## config.mk

```make
export PLATFORM = sky130hd
export DESIGN_NAME = mme_queue
export DESIGN_NICKNAME = d
export VERILOG_FILES = /design/src/design/mme_pkg.sv /design/src/design/mme_queue.sv
export SDC_FILE = /design/constraint.sdc
export NUM_CORES = 1
export LEC_CHECK = 0
export ABC_AREA = 1
export BUFFER_PORTS_ARGS = -buffer_cell sky130_fd_sc_hd__buf_2
export CAP_MARGIN = 5
export CORE_MARGIN = 5
export CORE_UTILIZATION = 50
export DETAILED_ROUTE_END_ITERATION = 7
export GPL_TIMING_DRIVEN = 0
export PLACE_DENSITY = 0.71
export REMOVE_ABC_BUFFERS = 1
export SLEW_MARGIN = 20
export SYNTH_ARGS = -nofsm -noshare
export SYNTH_HDL_FRONTEND = slang
export SYNTH_SLANG_ARGS = --single-unit
export TNS_END_PERCENT = 50
```

## constraint.sdc

```tcl
create_clock -name i_clk -period 9.75 [get_ports i_clk]
set_input_delay 1.4625 -clock i_clk [delete_from_list [all_inputs] [get_ports i_clk]]
set_output_delay 1.4625 -clock i_clk [all_outputs]
set_load 0.005 [all_outputs]
```

## src/design/mme_pkg.sv

```systemverilog
// Shared constants, command codes and types of the matrix multiply engine.
package mme_pkg;

    localparam int MAX_DIM   = 8;
    localparam int DIM_W     = $clog2(MAX_DIM);
    localparam int ADDR_W    = 2 * DIM_W;
    localparam int DEPTH     = MAX_DIM * MAX_DIM;
    localparam int DATA_W    = 32;
    localparam int CFG_W     = 4;
    localparam int CFG_IDX_W = 2;
    localparam int OP_W      = 2;
    localparam int ST_W      = 2;
    localparam int QDEPTH    = 4;
    localparam int QPTR_W    = $clog2(QDEPTH);

    localparam logic [OP_W-1:0] OP_LOAD_A = 2'd0;
    localparam logic [OP_W-1:0] OP_LOAD_B = 2'd1;
    localparam logic [OP_W-1:0] OP_START  = 2'd2;

    localparam logic [ST_W-1:0] ST_OK  = 2'd0;
    localparam logic [ST_W-1:0] ST_OOB = 2'd1;
    localparam logic [ST_W-1:0] ST_DIM = 2'd2;

    localparam logic [CFG_IDX_W-1:0] REG_ROWS_A  = 2'd0;
    localparam logic [CFG_IDX_W-1:0] REG_INNER_A = 2'd1;
    localparam logic [CFG_IDX_W-1:0] REG_ROWS_B  = 2'd2;
    localparam logic [CFG_IDX_W-1:0] REG_COLS_B  = 2'd3;

    localparam int KIND_W = 3;
    localparam logic [KIND_W-1:0] K_NONE    = 3'd0;
    localparam logic [KIND_W-1:0] K_WR_A    = 3'd1;
    localparam logic [KIND_W-1:0] K_WR_B    = 3'd2;
    localparam logic [KIND_W-1:0] K_ERR_OOB = 3'd3;
    localparam logic [KIND_W-1:0] K_ERR_DIM = 3'd4;
    localparam logic [KIND_W-1:0] K_MULT    = 3'd5;

    typedef struct packed {
        logic [KIND_W-1:0] kind;
        logic [DIM_W-1:0]  row;
        logic [DIM_W-1:0]  col;
        logic [DATA_W-1:0] value;
        logic [DIM_W-1:0]  ra_m1;
        logic [DIM_W-1:0]  ia_m1;
        logic [DIM_W-1:0]  cb_m1;
    } t_cmd;

    function automatic logic [DIM_W-1:0] eff_dim_m1(input logic [CFG_W-1:0] v);
        logic [DIM_W-1:0] res;
        if (v == '0) begin
            res = '0;
        end else if (v > CFG_W'(MAX_DIM)) begin
            res = DIM_W'(MAX_DIM - 1);
        end else begin
            res = DIM_W'(v - 1'b1);
        end
        return res;
    endfunction

endpackage

```

## src/design/mme_queue.sv

```systemverilog
// Short command queue between the front end and the multiply back end.
module mme_queue import mme_pkg::*; (
    input  logic i_clk,
    input  logic i_rst_n,
    input  logic i_push,
    input  t_cmd i_cmd,
    output logic o_full,
    output logic o_valid,
    output t_cmd o_cmd,
    input  logic i_pop
);

    t_cmd              r_mem [QDEPTH];
    logic [QPTR_W-1:0] r_wr_ptr, r_rd_ptr;
    logic [QPTR_W:0]   r_count;
    logic              w_push, w_pop;

    assign o_full  = (r_count == (QPTR_W+1)'(QDEPTH));
    assign o_valid = (r_count != '0);
    assign o_cmd   = r_mem[r_rd_ptr];
    assign w_push  = i_push && !o_full;
    assign w_pop   = i_pop && o_valid;

    always_ff @(posedge i_clk) begin
        if (w_push) begin
            r_mem[r_wr_ptr] <= i_cmd;
        end
    end

    always_ff @(posedge i_clk) begin
        if (!i_rst_n) begin
            r_wr_ptr <= '0;
            r_rd_ptr <= '0;
            r_count  <= '0;
        end else begin
            if (w_push) begin
                r_wr_ptr <= r_wr_ptr + 1'b1;
            end
            if (w_pop) begin
                r_rd_ptr <= r_rd_ptr + 1'b1;
            end
            case ({w_push, w_pop})
                2'b10:   r_count <= r_count + 1'b1;
                2'b01:   r_count <= r_count - 1'b1;
                default: r_count <= r_count;
            endcase
        end
    end

endmodule

```

Word-level counts from Yosys, hierarchy flattened:

Memory sizes are Yosys's and may differ from the RTL's. A register that Yosys moved wholly into a read port is not among the register bits.
Index checks and enable logic that the tools add are counted.

* add/sub/neg operators: 4
* equality and inequality tests: 3
* multiplexer cells: 5
* reduce and logical (&&, ||, !) cells: 5

Operator list (number)
* 3-bit case mux with 2 select lines: 1
* 2-bit by 1-bit adder with 2-bit output (second input constant): 2
* 2-bit 2-to-1 mux: 2
* 3-bit by 1-bit adder with 3-bit output (second input constant): 1
* 3-bit equality test (second input constant): 1
* 3-bit nonzero test: 1
* 3-bit by 1-bit subtractor with 3-bit output (second input constant): 1
* 2-bit by 1-bit equality test with 1-bit output (second input constant): 1
* 2-bit equality test (second input constant): 1
* 1-bit logical AND: 2
* 1-bit 2-to-1 mux: 2
* 2-bit nonzero test: 1
* 1-bit logical NOT: 1

* register bits after elaboration: 7
* bits in writable memories: 200
* output and inout bits: 52
* word-level logic and storage cells: 21
* memories kept: 1

Memory list
* r_mem: words 4, width 50, rd ports 1, clocked after memory_dff 1, write ports 1, line mme_queue.sv:13 `t_cmd r_mem [QDEPTH];`

Logic depth before layout (Yosys ltp):

* depth after elaboration: 5
* depth in mapped cells: 13
* mapped depth without buffers: 13

Worst setup path after synthesis:

No wires, ideal clock.

* path type: in2reg
* start: input port i_push
* end: memory r_mem[0][0] (netlist bit) (enable)
* library setup time: 0.458 ns
* arrival time: 3.657 ns
* required time: 9.292 ns
* setup slack: 5.636 ns
* cell stages on the path: 2
* buffers on the path: 0
* cell sequence: nand2_2 -> nor2_1

* longest elaborated chain between the ends: 3

RTL lines
* start: declaration: line mme_queue.sv:5 `input logic i_push,`
* 1-bit logical AND: line mme_queue.sv:21 `assign w_push = i_push && !o_full;`
* 1-bit 2-to-1 mux: line mme_queue.sv:25 `if (w_push) begin`
* 1-bit 2-to-1 mux (not written as such): line mme_queue.sv:26 `r_mem[r_wr_ptr] <= i_cmd;`
* end: declaration: line mme_queue.sv:13

Every way passes these cells.

==> flow_summary_export.csv <==
group,metric,value,unit
status,status,"finished clean",
final_layout,syn_to_final_growth,17.6,%
clocking,clk_latency,0.48,ns
clocking,htreeDepth,1,
pwr,vdd_drop_max,0.140,mV
grt,antenna_found_initial,0,
grt,grt_pass1_vias,5041,
grt,overflow,0,
floorplan,die_h,137,µm
floorplan,io_pins,106,
logic_synthesis,synth_area_leaders,"edfxtp_1 75%, nor2_1 5.0%, o22ai_1 3.9%",
setup_path,required,8.29,ns
timing,setup_viol,0,
clocking,cts_resized,0,
setup_path,cp_max_fo,100,
clocking,cts_tree,"done",
final_layout,multi_input_area,0.00147,mm²
placement,dpl-instance-area,0.00881,mm²
routing,vias,4821,
logic_synthesis,yosysTopAreaCellShare,74.7,%
pwr,p_per_area,249,mW/mm²
placement,hpwl,9970,µm
final_layout,mostFrequentLayoutCells,"200 x edfxtp_1, 105 x buf_2, 104 x nor2_1",
hold_path,min_path_type,"register to register",
hold_path,worstHoldPathCells,2,
placement,place_ws,6.54,ns
timing,tightest_slew,0.636,ns
timing,final_period_minus_worst_setup_slack,3.69,ns
routing,drt_drc_violations_left,0,
timing,setup_ws,6.06,ns
final_layout,register_area,0.00619,mm²
logic_synthesis,syn-instance-count,552,
setup_path,r2r_cells,12,
clocking,cts_root_buf,"clkbuf_16",
grt,grt_use_total,17.5,%
placement,gp_congestion,0.753,
final_layout,fillers,1226,
routing,wl_per_cell,18.4,µm
floorplan,row_count,46,
routing,drt_pass1_iterations,4,
final_layout,drive_above_1_share,24.0,%
timing,rsz0062_at_grt,"no",
hold_path,worstHoldStart,"r_rd_ptr[1]",
grt,grt_pass1_wl,25600,µm
grt,grt_max_degree,101,
logic_synthesis,syn_area,0.00804,mm²
logic_synthesis,ys_types,22,
routing,antenna_left,0,
final_layout,design_area,0.00945,mm²
routing,wirelength,16300,µm
clocking,cts_setup_buffers,0,
timing,max_freq,271,MHz
logic_synthesis,ys_seq_area_share,76.9,%
final_layout,diodes,0,
setup_path,r2r_slack,7.84,ns
timing,report.final.slew_viol_count,0,
setup_path,crit_path_start_kind,"register",
clocking,clk_transition_reported_paths,0.06,ns
flow_run,cap_violations,0,
clocking,cts_buffer_depth,3,
setup_path,reg2reg_to,"r_count[2]",
timing,slew_headroom,57.5,%
logic_synthesis,synthesis.area_per_instance,14.6,µm²
setup_path,r2r-start,"r_count[1]",
final_layout,fin_util,59.7,%
clocking,hold_buffers,0,
clocking,cts-buffers-inserted,21,
pwr,p_leak,3.35,nW
floorplan,die_x,137,µm
routing,vias_per_cell,5.43,
floorplan,core_area,0.0158,mm²
timing,worst_clock_skew,0.0194,ns
logic_synthesis,synth_top_cell_by_area,"edfxtp_1",
final_layout,layout_commonest_cell,"edfxtp_1",
setup_path,worstPathArrival,2.23,ns
timing,final-hold-violation-count,0,
floorplan,start_util,50.8,%
logic_synthesis,ys_warn_count,0,
timing,setup_tns,0,ns
final_layout,fin_nets,720,
routing,detail_route.iter0.violations,332,
timing,fin_crit_sh,37.8,%
logic_synthesis,synth_seq_cells,209,
placement,place.port_buffers,105,
clocking,cts_sinks,209,
floorplan,die_area,0.0187,mm²
setup_path,path_class,"register to output pin",
setup_path,worstSetupEndpointType,"output pin",
## kinds of logic (layout without fill, tap and decap cells)
group,count (synthesis),count (layout),share of synthesized area [%]
AOI/OAI and AO/OA,157,157,10.6
adders and majority gates,6,6,1.03
buffers and inverters,50,170,5.17
DFF,209,209,76.9
and+or+nand+nor,130,130,6.30
## synth_stat cells
| cell | instances |
|---|---|
| a21oi_1 | 5 |
| buf_12 | 5 |
| buf_2 | 10 |
| buf_4 | 5 |
| buf_6 | 5 |
| buf_8 | 5 |
| dfxtp_1 | 9 |
| dlymetal6s2s_1 | 1 |
| edfxtp_1 | 200 |
| fa_1 | 1 |
| ha_1 | 5 |
| inv_1 | 15 |
| inv_12 | 1 |
| inv_2 | 3 |
| nand2_1 | 12 |
| nand2_2 | 3 |
| nand3_1 | 5 |
| nor2_1 | 108 |
| nor2_2 | 2 |
| o21ai_0 | 42 |
| o21ai_1 | 60 |
| o22ai_1 | 50 |
## layout make-up
cell class	count	share of cell area (%)
sequential	209	65.5
multi-input combinational	293	15.5
timing repair buffer	116	8.45
clock buffer	32	6.63
tap	216	2.86
inverter	19	0.887
clock inverter	3	0.146
## worst max path at each step
| stage | end | slack (ns) |
|---|---|---|
| after floorplan | r_mem[0][0] | 5.64 |
| after global placement | r_mem[3][23] | 3.78 |
| after detailed placement | o_cmd[30] | 6.54 |
| after CTS | o_cmd[30] | 6.03 |
| after global routing | o_cmd[38] | 5.90 |
| final | o_cmd[38] | 6.06 |
## sequential cells by signal (all words and copies together) (netlist names), named ones only
name and cells:
r_wr_ptr 2, r_rd_ptr 2, r_count 3, r_mem 200
## routing by layer
layer / vias to the layer above / wire length [µm] / track usage [%] / part of all wire, %
met3: 26 / 1230 / 3.97 / 7.5
li1: 2275 / - / - / -
met1: 2367 / 6860 / 22.2 / 42
met5: - / 0 / 0 / 0
met2: 153 / 8000 / 30.7 / 49
met4: 0 / 227 / 3.99 / 1.4
## power by group
group | switching (mW) | internal [mW]
combinational | 0.309 | 0.197
clock | 0.295 | 0.439
sequential | 0.0483 | 1.07
total | 0.653 | 1.70
## through the flow
step           total power, mW  cells  hold WS, ns
2_1_floorplan             1.39    521        0.462
3_3_place_gp              1.60    842        0.484
3_5_place_dp              1.65    853        0.490
4_1_cts                   2.38    888        0.499
5_1_grt                   2.48    888        0.542
6_report                  2.36    888        0.505
## worst max-delay path, stage by stage (launching register included)
cell and delay [ns]:
dfxtp_4 0.72, buf_12 0.33, inv_12 0.19, o21ai_1 0.20
o22ai_1 0.11, buf_2 0.14
Power figures use the tool's default switching activity.
